<file path="config.mk">
export PLATFORM = sky130hd
export DESIGN_NAME = mppc_ctrl
export DESIGN_NICKNAME = d
export VERILOG_FILES = /design/src/rtl/mppc_history_decompressor_core_assert.svh /design/src/rtl/mppc_pkg.sv /design/src/rtl/mppc_ctrl.sv
export SDC_FILE = /design/constraint.sdc
export NUM_CORES = 1
export LEC_CHECK = 0
export BUFFER_PORTS_ARGS = -buffer_cell sky130_fd_sc_hd__buf_2
export CORE_AREA = 2 2 39 41
export DETAILED_ROUTE_END_ITERATION = 8
export DIE_AREA = 0 0 41 43
export PLACE_DENSITY = 0.74
export SLEW_MARGIN = 0
export SYNTH_ARGS = -nofsm -noshare
export SYNTH_HDL_FRONTEND = slang
export SYNTH_SLANG_ARGS = --single-unit
</file>
<file path="constraint.sdc">
create_clock -name clock -period 3.7 [get_ports clock]
set_input_delay 0.185 -clock clock [delete_from_list [all_inputs] [get_ports clock]]
set_output_delay 0.185 -clock clock [all_outputs]
set_load 0.03 [all_outputs]
</file>
<file path="src/rtl/mppc_history_decompressor_core_assert.svh">
// Assertion macros for the MPPC history decompressor core.
// No dependencies; taken in by the files that assert.
`ifndef MPPC_HISTORY_DECOMPRESSOR_CORE_ASSERT_SVH
`define MPPC_HISTORY_DECOMPRESSOR_CORE_ASSERT_SVH

// Consequent checked in the same cycle as the antecedent.
`define MPPC_ASSERT_SAME(lbl, clk, rst, ante, cons, msg) \
   lbl: assert property (@(posedge clk) disable iff (rst) (ante) |-> (cons)) \
      else $error(msg);

// Consequent checked in the cycle after the antecedent.
`define MPPC_ASSERT_NEXT(lbl, clk, rst, ante, cons, msg) \
   lbl: assert property (@(posedge clk) disable iff (rst) (ante) |=> (cons)) \
      else $error(msg);

`endif

</file>
<file path="src/rtl/mppc_pkg.sv">
// Shared types and codes for the MPPC history decompressor.
// No dependencies.
package mppc_pkg;

   localparam logic [1:0] OP_DATA  = 2'd0;
   localparam logic [1:0] OP_EMPTY = 2'd1;
   localparam logic [1:0] OP_READ  = 2'd2;
   localparam logic [1:0] OP_NONE  = 2'd3;

   typedef struct packed {
      logic [1:0]  opcode;
      logic [7:0]  data_byte;
      logic        first_of_packet;
      logic        last_of_packet;
      logic        compressed_flag;
      logic        reset_flag;
      logic        flush_flag;
      logic [12:0] read_address;
   } req_type;

   typedef struct packed {
      logic        result_kind;
      logic        status;
      logic [12:0] out_offset;
      logic [15:0] out_length;
      logic [7:0]  read_data;
   } rsp_type;

   // controller -> datapath
   typedef struct packed {
      logic accept;
      logic start_pkt;
      logic append;
      logic step;
      logic copy_rd;
      logic copy_wr;
      logic clear_wr;
      logic rd_issue;
      logic finish;
      logic emit;
   } cmd_type;

   // datapath -> controller
   typedef struct packed {
      logic [1:0] op;
      logic       first;
      logic       last;
      logic       flush_start;
      logic       open;
      logic       wait_dec;
      logic       step_copy;
      logic       copy_last;
      logic       clear_last;
      logic       out_free;
   } sts_type;

endpackage

</file>
<file path="src/rtl/mppc_ctrl.sv">
// Sequencing state machine of the MPPC history decompressor.
// Depends on mppc_pkg.
module mppc_ctrl (
   input  logic              clock,
   input  logic              reset,
   input  logic              req_valid,
   output logic              req_ready,
   input  mppc_pkg::sts_type sts,
   output mppc_pkg::cmd_type cmd
);

   typedef enum logic [3:0] {
      ST_IDLE, ST_DISPATCH, ST_APPEND, ST_DECODE, ST_COPY_RD,
      ST_COPY_WR, ST_CLEAR, ST_FINISH, ST_EMIT
   } state_type;

   state_type state_ff, state_in;
   logic      boot_ff, boot_in;
   logic      start;

   assign req_ready = (state_ff == ST_IDLE);
   assign start = (sts.op == mppc_pkg::OP_EMPTY) ||
                  ((sts.op == mppc_pkg::OP_DATA) && (sts.first || !sts.open));

   always_comb begin
      state_in = state_ff;
      boot_in  = boot_ff;
      cmd      = '0;
      cmd.accept = req_valid && req_ready;
      unique case (state_ff)
         ST_IDLE: begin
            if (req_valid) state_in = ST_DISPATCH;
         end
         ST_DISPATCH: begin
            unique case (sts.op) inside
               mppc_pkg::OP_READ: begin
                  cmd.rd_issue = 1'b1;
                  state_in     = ST_EMIT;
               end
               mppc_pkg::OP_EMPTY, mppc_pkg::OP_DATA: begin
                  cmd.start_pkt = start;
                  state_in = (start && sts.flush_start) ? ST_CLEAR : ST_APPEND;
               end
               default: state_in = ST_IDLE;
            endcase
         end
         ST_APPEND: begin
            if (sts.op == mppc_pkg::OP_EMPTY) begin
               state_in = ST_FINISH;
            end else begin
               cmd.append = 1'b1;
               state_in   = ST_DECODE;
            end
         end
         ST_DECODE: begin
            if (sts.wait_dec) begin
               state_in = sts.last ? ST_FINISH : ST_IDLE;
            end else begin
               cmd.step = 1'b1;
               if (sts.step_copy) state_in = ST_COPY_RD;
            end
         end
         ST_COPY_RD: begin
            cmd.copy_rd = 1'b1;
            state_in    = ST_COPY_WR;
         end
         ST_COPY_WR: begin
            cmd.copy_wr = 1'b1;
            state_in    = sts.copy_last ? ST_DECODE : ST_COPY_RD;
         end
         ST_CLEAR: begin
            cmd.clear_wr = 1'b1;
            if (sts.clear_last) begin
               state_in = boot_ff ? ST_IDLE : ST_APPEND;
               boot_in  = 1'b0;
            end
         end
         ST_FINISH: begin
            cmd.finish = 1'b1;
            state_in   = ST_EMIT;
         end
         ST_EMIT: begin
            if (sts.out_free) begin
               cmd.emit = 1'b1;
               state_in = ST_IDLE;
            end
         end
         default: state_in = ST_IDLE;
      endcase
   end

   always_ff @(posedge clock) begin
      if (reset) begin
         state_ff <= ST_CLEAR;
         boot_ff  <= 1'b1;
      end else begin
         state_ff <= state_in;
         boot_ff  <= boot_in;
      end
   end

endmodule

</file>
==> metrics, run 1 <==
status finished clean; Yosys cell types 28; Nets 101; Setup crit start kind flip-flop; Fin Setup TNS 0 ns; CORE AREA 0.00138 mm^2; first-pass GRT wire length 1860 um; worst skew pair latency 0.24 ns; drt first-iter violations 20; final core occ 42.8%; sequential share of the synthesized area 22.2%; skew final 0.00223 ns; maximum root-to-sink buffer count 2; WL/cell 12.1 um; Clock Pin Slew Worst Setup and Hold Paths 0.04 ns; Max VDD drop 0.288 mV; Final setup viols 0; CTS tree built; Inserted Clock Buffers 3; Max Clk Rate 577 MHz; r2r setup slk 2.15 ns; max cap viols 0; Hold Vio Cnt, Final 0; YS warnings 0; gate count of the mapped netlist 62; CTS Sinks 5; Critical Setup Path Class reg -> out; CP max-delay cell dfxtp_1; met3 Use GR 3.14%; CP peak stage delay 0.39 ns; PortBufs 24; # diodes 0; WHS Path Cells 2; min-delay worst type in -> reg; share of post-route cells with drive strength above 1 34.9%; die width 41 um; IO Pins 25; Total Wirelength 1230 um; Routed Antenna Nets 0; initial antenna violation count 0; origin of the critical flop-to-flop path state_ff[2]$_SDFFE_PP1P_; routed via count 549; Total GRT Usage 15.4%; Worst Path Max Fanout 11; kind of cell adding the most delay to the critical path simple AND/OR/NAND/NOR gates; HP Start reset; CP endpoint kind primary output; Cell Rows 14; area grow syn2layout 31.0%; WP buf/inv 1; Vias/cell 5.38; Seq cells post-synth 5; hold-fix buffers at CTS 0; pre-CTS setup slack 2.16 ns; hpwl dp 985 um; Leakage 0.273 nW; Avg Cell Area, Syn 7.29 um^2; R2R cell count 4; Initial Util 32.6%; CP arrival 1.55 ns; most frequent cells in the layout buf_2 (24), nor2_1 (7); Endpoint, Worst Hold state_ff[0]$_SDFFE_PP0P_; first-pass iteration count of the detailed router 4; Final Cycle Share 46.8%; Chip Height 43 um; RSZ-0062 raised after global routing no; post-cts sizing count 0; DIE AREA 0.00176 mm^2; Final Wtd Congestion 0.755; R2R Path End state_ff[2]$_SDFFE_PP1P_; M2 GR Usage 26.9%; commonest non-fill, non-tap cell in the layout buf_2; worst path required time 3.51 ns; Mapped Nets 76; root buf cell clkbuf_4; drt drc 0; max-slew violations 0; Worst-Margin Slew 0.435 ns; H-tree levels 1; fin crit period 1.73 ns; worst setup margin 1.97 ns; met1 Usage GRT 15.8%; synthesized area 452 um^2; global route overflow 0; largest net degree at the start of global routing 15; Relative slew margins 70.2%; Setup Fix Bufs, Post-CTS 0; busiest grt layer met2; critical path, cell by cell or2_1, nor4_2, buf_2; number of global-route vias before repair 501; Cell Pwr Density 782 mW/mm^2
==> worst max-delay path by stage <==
stage | start | end | depth (start not counted)
6_report | state_ff[2]$_SDFFE_PP1P_ | cmd[8] | 3
5_1_grt | state_ff[0]$_SDFFE_PP0P_ | cmd[2] | 3
4_1_cts | state_ff[0]$_SDFFE_PP0P_ | cmd[0] | 3
3_5_place_dp | state_ff[2]$_SDFFE_PP1P_ | state_ff[2]$_SDFFE_PP1P_ | 4
3_3_place_gp | state_ff[2]$_SDFFE_PP1P_ | state_ff[2]$_SDFFE_PP1P_ | 4
2_1_floorplan | state_ff[3]$_SDFFE_PP0P_ | cmd[9] | 4
==> registers in the layout (all words and copies together) (netlist names) <==
name	cells
boot_ff	1
state_ff	4
==> cells by family (layout without fill, tap and decap cells) <==
kind of cell    after synthesis  after routing  share of synthesized area, %
compound gates               15             15                          23.8
buf+inv                       7             31                          8.31
flops                         5              5                          22.2
simple gates                 35             35                          45.7
==> cell usage after synthesis (all sizes together) <==
master   number  area [um^2]
a311oi        1         8.76
nand2         5         18.8
and2          1         6.26
a21o          1         7.51
or4           1         11.3
buf           4         26.3
nor2          7         26.3
dfxtp         5          100
or4b          1         10.0
o21ai         2         10.0
nor3          5         25.0
and3b         1         8.76
nor3b         2         15.0
inv           3         11.3
a211oi        3         22.5
nand2b        5         31.3
a2111oi       2         17.5
nor2b         1         6.26
nand3         1         5.00
o32a          1         10.0
nor4          2         18.8
or2           1         6.26
a21oi         4         23.8
nor4b         2         17.5
o31ai         1         7.51
==> area by class of cell <==
type | instances | area, um^2
clock buffers | 4 | 26.3
well taps | 16 | 20.0
flip-flops and latches | 5 | 100
inverters | 3 | 11.3
fillers | 156 | 792
repair buffers | 24 | 120
multi-input cells | 50 | 314
==> report_power, final <==
group	internal, W	switching (W)	leakage (nW)
logic	0.0000961	0.000176	0.217
clock network	0.0000407	0.0000212	0.0150
registers	0.0000763	0.0000529	0.0414
total	0.000213	0.000250	0.273
==> per-stage QoR <==
stage	cell area, um^2	hold WS, ns	total power, W	std cells
after floorplan	452	0.247	0.000348	62
after global placement	566	0.403	0.000396	98
after detailed placement	566	0.410	0.000400	98
after CTS	592	0.156	0.000465	102
after global routing	592	0.164	0.000505	102
final	592	0.165	0.000463	102
==> routing by layer <==
| layer | vias up | wire length, um |
|---|---|---|
| li1 | 280 | - |
| met2 | 20 | 597 |
| met5 | - | 0 |
| met1 | 247 | 523 |
| met4 | 0 | 8 |
| met3 | 2 | 101 |
Note: power is estimated with default switching activity, not from simulation.
==> inputs of run 2 (changes only) <==
- PLACE_DENSITY: 0.74 -> 0.76
- clock period: 3.7 -> 1.5 ns (I/O delays scaled with it)
==> metrics, run 2 (synthesized netlist as in run 1, its figures left out) <==
Fin Setup TNS -0.00870 ns; kind of cell adding the most delay to the critical path simple AND/OR/NAND/NOR gates; CORE AREA 0.00138 mm^2; Hold Vio Cnt, Final 0; root buf cell clkbuf_4; most frequent cells in the layout buf_2 (18), buf_4 (12), nor2_1 (7); H-tree levels 1; CTS Sinks 5; RSZ-0062 raised after global routing yes; CP arrival 1.43 ns; IO Pins 25; fin crit period 1.51 ns; status finished with violations; r2r setup slk 0.03 ns; Inserted Clock Buffers 3; overall power 0.00142 W; Clock Pin Slew Worst Setup and Hold Paths 0.04 ns; die width 41 um; # diodes 0; Vias/cell 5.41; DIE AREA 0.00176 mm^2; Final setup viols 2; number of global-route vias before repair 534; CTS tree built; Final Cycle Share 100%; Initial Util 32.6%; Most common cell on crit path buf_6; Nets 110; failing checks setup timing; commonest non-fill, non-tap cell in the layout buf_2; Regs by FF count state_ff x4, boot_ff x1; fillers 140; max reg flops 4; Critical Setup Path Class reg -> out; Worst Path Max Fanout 5; PortBufs 24; Chip Height 43 um; Total Wirelength 1420 um; drt first-iter violations 3; max cap viols 0; Relative slew margins 64.8%; global route overflow 0; drt drc 0; WL/cell 12.7 um; critical path, cell by cell or2_4, buf_6, nor4_4, buf_6; CP endpoint kind primary output; Max Clk Rate 664 MHz; initial antenna violation count 0; routed via count 600; final core occ 52.3%; first-pass GRT wire length 2120 um; worst path required time 1.42 ns; WP buf/inv 2; first-pass iteration count of the detailed router 4; worst skew pair latency 0.24 ns; skew final 0.000739 ns; worst setup margin -0.00605 ns; largest net degree at the start of global routing 13; CP peak stage delay 0.34 ns; worst hold margin 0.0503 ns; Worst-Margin Slew 0.525 ns; min-delay worst type in -> reg; hpwl dp 1070 um; CP max-delay cell dfxtp_2; max-slew violations 0; area grow syn2layout 60.1%; Max VDD drop 0.821 mV; Cell Pwr Density 1970 mW/mm^2; Top reg by flops state_ff; Leakage 0.324 nW; Cell Rows 14; Routed Antenna Nets 0; Final Wtd Congestion 0.775; maximum root-to-sink buffer count 2; share of post-route cells with drive strength above 1 49.5%; Total GRT Usage 17.8%; hold-fix buffers at CTS 0; Setup crit start kind flip-flop
-- run 2: cell types whose count changed in the layout (fill, tap and decap cells not counted), moves of 3 or more --
cell,change
buf_2,-6
dfxtp_4,+3
buf_4,+12
buf_6,+3
dfxtp_1,-4
-- run 2: path summary, 6_finish.rpt --
path	depth (start not counted)	start	endpoint
hold reg to reg	1	boot_ff$_SDFFE_PP1P_	boot_ff$_SDFFE_PP1P_
setup reg to reg	5	state_ff[3]$_SDFFE_PP0P_	state_ff[2]$_SDFFE_PP1P_
hold / removal	2	reset	state_ff[0]$_SDFFE_PP0P_
setup / recovery	4	state_ff[3]$_SDFFE_PP0P_	cmd[8]
-- run 2: per-stage QoR --
step,instances,area (um^2),setup slack (ns)
after detailed placement,105,638,-0.00349
after CTS,110,691,-0.0121
after global routing,111,723,-0.0910
final,111,723,-0.00605
after floorplan,62,472,-0.0479
after global placement,105,638,0.0966
-- run 2: final cells by class --
class	count	area (um^2)	area share (%)
Clock buffer	4	26.3	3.63
Inverter	3	11.3	1.56
Sequential cell	5	113	15.6
Timing Repair Buffer	33	214	29.6
Multi-Input combinational cell	50	339	46.9
Tap cell	16	20.0	2.77
-- run 2: power breakdown --
part / total [W] / leakage, nW / switching (W) / internal, W
logic: 0.000951 / 0.267 / 0.000535 / 0.000416
registers: 0.000318 / 0.0430 / 0.000102 / 0.000215
clock network: 0.000153 / 0.0150 / 0.0000529 / 0.000100
-- run 2: worst register-to-register path, stage by stage, from the launching register on --
cell     delay [ns]
dfxtp_2        0.34
or2_4          0.26
buf_4          0.13
or4_4          0.50
nand2_2        0.07
o21ai_1        0.06
-- run 2: layer usage --
layer,share of wire (%),GRT usage (%),routed length (um),up-vias
li1,-,-,-,298
met1,41,21.6,574,268
met2,53,27.5,749,32
met3,5.8,2.09,82,2
met4,0.57,12.0,8,0
met5,0,0,0,-
-- run 2: timing repair --
action                                  in CTS  in global routing
gates resized for setup                      9                 10
pin swaps                                    1                  1
buffers inserted                             1                  1
endpoints found under the setup margin       7                  9
==> inputs of run 3 (changes only) <==
- BUFFER_PORTS_ARGS: -buffer_cell sky130_fd_sc_hd__buf_2 -> -buffer_cell sky130_fd_sc_hd__buf_4
- CTS_BUF_LIST: unset -> sky130_fd_sc_hd__clkbuf_4 sky130_fd_sc_hd__clkbuf_8
==> metrics, run 3 (synthesized netlist as in run 1, its figures left out) <==
status finished with violations; failing checks setup timing; Psw 0.000767 W; WHS Path Cells 3; CP arrival 1.43 ns; worst setup margin -0.00595 ns; Hold Vio Cnt, Final 0; Clock Pin Slew Worst Setup and Hold Paths 0.05 ns; Most common cell on crit path buf_6; root buf cell clkbuf_4; critical path, cell by cell or2_4, buf_6, nor4_4, buf_6; R2R cell count 5; register share of total power 17.2%; hpwl dp 1110 um; maximum root-to-sink buffer count 2; PortBufs 24; drt first-iter violations 11; area grow syn2layout 85.6%; Comb power frac 71.4%; CORE AREA 0.00138 mm^2; max-slew violations 0; worst path required time 1.42 ns; CP peak stage delay 0.32 ns; drt drc 0; initial antenna violation count 0; skew final 0.00684 ns; CP endpoint kind primary output; most frequent cells in the layout buf_4 (33), nor2_1 (6), nand2_1 (5); Inserted Clock Buffers 3; Nets 115; global route overflow 0; Leakage 0.377 nW; max reg flops 4; Cell Rows 14; Total GRT Usage 21.4%; number of global-route vias before repair 569; Vias/cell 5.59; Final Wtd Congestion 0.843; P_int 0.000835 W; first-pass iteration count of the detailed router 4; CP max-delay cell dfxtp_2; CTS Sinks 5; routed via count 648; worst skew pair latency 0.25 ns; commonest non-fill, non-tap cell in the layout buf_4; Final setup viols 1; Net Sw Frac 47.9%; pre-CTS setup slack -0.0710 ns; Critical Setup Path Class reg -> out; Max VDD drop 0.885 mV; fin crit period 1.51 ns; Clk network pwr share 11.3%; WL/cell 14.0 um; Placed Instances 104; Worst Path Max Fanout 5; die width 41 um; max cap viols 0; Relative slew margins 69.1%; Final Non-Filler Cells 116; Routed Antenna Nets 0; min-delay worst type in -> reg; first-pass GRT wire length 2530 um; Regs by FF count state_ff x4, boot_ff x1; share of post-route cells with drive strength above 1 56.0%; CTS tree built; fillers 124; Initial Util 32.6%; Chip Height 43 um; Worst-Margin Slew 0.452 ns; Final Cycle Share 100%; largest net degree at the start of global routing 10; Max Clk Rate 664 MHz; Top reg by flops state_ff; Total Wirelength 1630 um; H-tree levels 1; IO Pins 25; DIE AREA 0.00176 mm^2; Cell Pwr Density 1910 mW/mm^2; overall power 0.00160 W; Setup crit start kind flip-flop; # diodes 0; RSZ-0062 raised after global routing yes
run 3: changes by cell type in the layout (fill, tap and decap cells not counted), moves of 2 or more:
| cell | change |
|---|---|
| buf_2 | -18 |
| dfxtp_2 | +2 |
| dfxtp_4 | -2 |
| buf_4 | +21 |
run 3: layout make-up:
| type | count | area, um^2 | share of cell area, % |
|---|---|---|---|
| clock buffer | 4 | 30.0 | 3.58 |
| inverter | 3 | 11.3 | 1.34 |
| multi-input combinational | 50 | 367 | 43.7 |
| sequential | 5 | 108 | 12.8 |
| tap | 16 | 20.0 | 2.39 |
| timing repair buffer | 38 | 303 | 36.1 |
run 3: power groups by stage:
stage | clock [W] | combinational [W] | sequential (W)
6_report | 0.000182 | 0.00114 | 0.000276
5_1_grt | 0.000200 | 0.00122 | 0.000284
2_1_floorplan | 0 | 0.000661 | 0.000221
3_3_place_gp | 0 | 0.000885 | 0.000277
4_1_cts | 0.000191 | 0.00106 | 0.000270
3_5_place_dp | 0 | 0.000900 | 0.000284
run 3: path summary, 6_finish.rpt:
kind	end	slack, ns	startpoint
worst max register to register	state_ff[2]$_SDFFE_PP1P_	0.03	state_ff[3]$_SDFFE_PP0P_
worst min register to register	boot_ff$_SDFFE_PP1P_	0.47	boot_ff$_SDFFE_PP1P_
worst min-delay path	state_ff[0]$_SDFFE_PP0P_	0.11	sts[3]
worst max-delay path	cmd[8]	-0.006	state_ff[3]$_SDFFE_PP0P_
run 3: through the flow:
stage / util (%) / hold slack [ns] / TNS [ns] / area (um^2)
floorplan: - / 0.137 / -0.0541 / 472
global placement: 49.9 / 0.268 / 0 / 691
detailed placement: 49.9 / 0.270 / -0.0710 / 691
CTS: 58.0 / 0.0969 / -0.0176 / 803
global route: 60.6 / 0.118 / -0.260 / 838
finish: 60.6 / 0.106 / -0.00595 / 838
run 3: critical path, delay by kind of cell, from the launching register on:
| family | cells | cell delay (ns) |
|---|---|---|
| simple gates | 2 | 0.55 |
| flops | 1 | 0.32 |
| buf+inv | 2 | 0.31 |
run 3: routing by layer:
metal	global-route usage [%]	wire [um]
met2	31.3	801
met5	0	0
met3	3.66	84
met1	27.1	675
met4	14.7	63
run 3: what timing repair did:
item	CTS	global route
gates cloned	0	0
hold buffers	1	0
hold endpoints to repair	1	0
gates resized for setup	9	8
pin swaps	1	5
endpoints found under the setup margin	7	10
buffers inserted	6	1
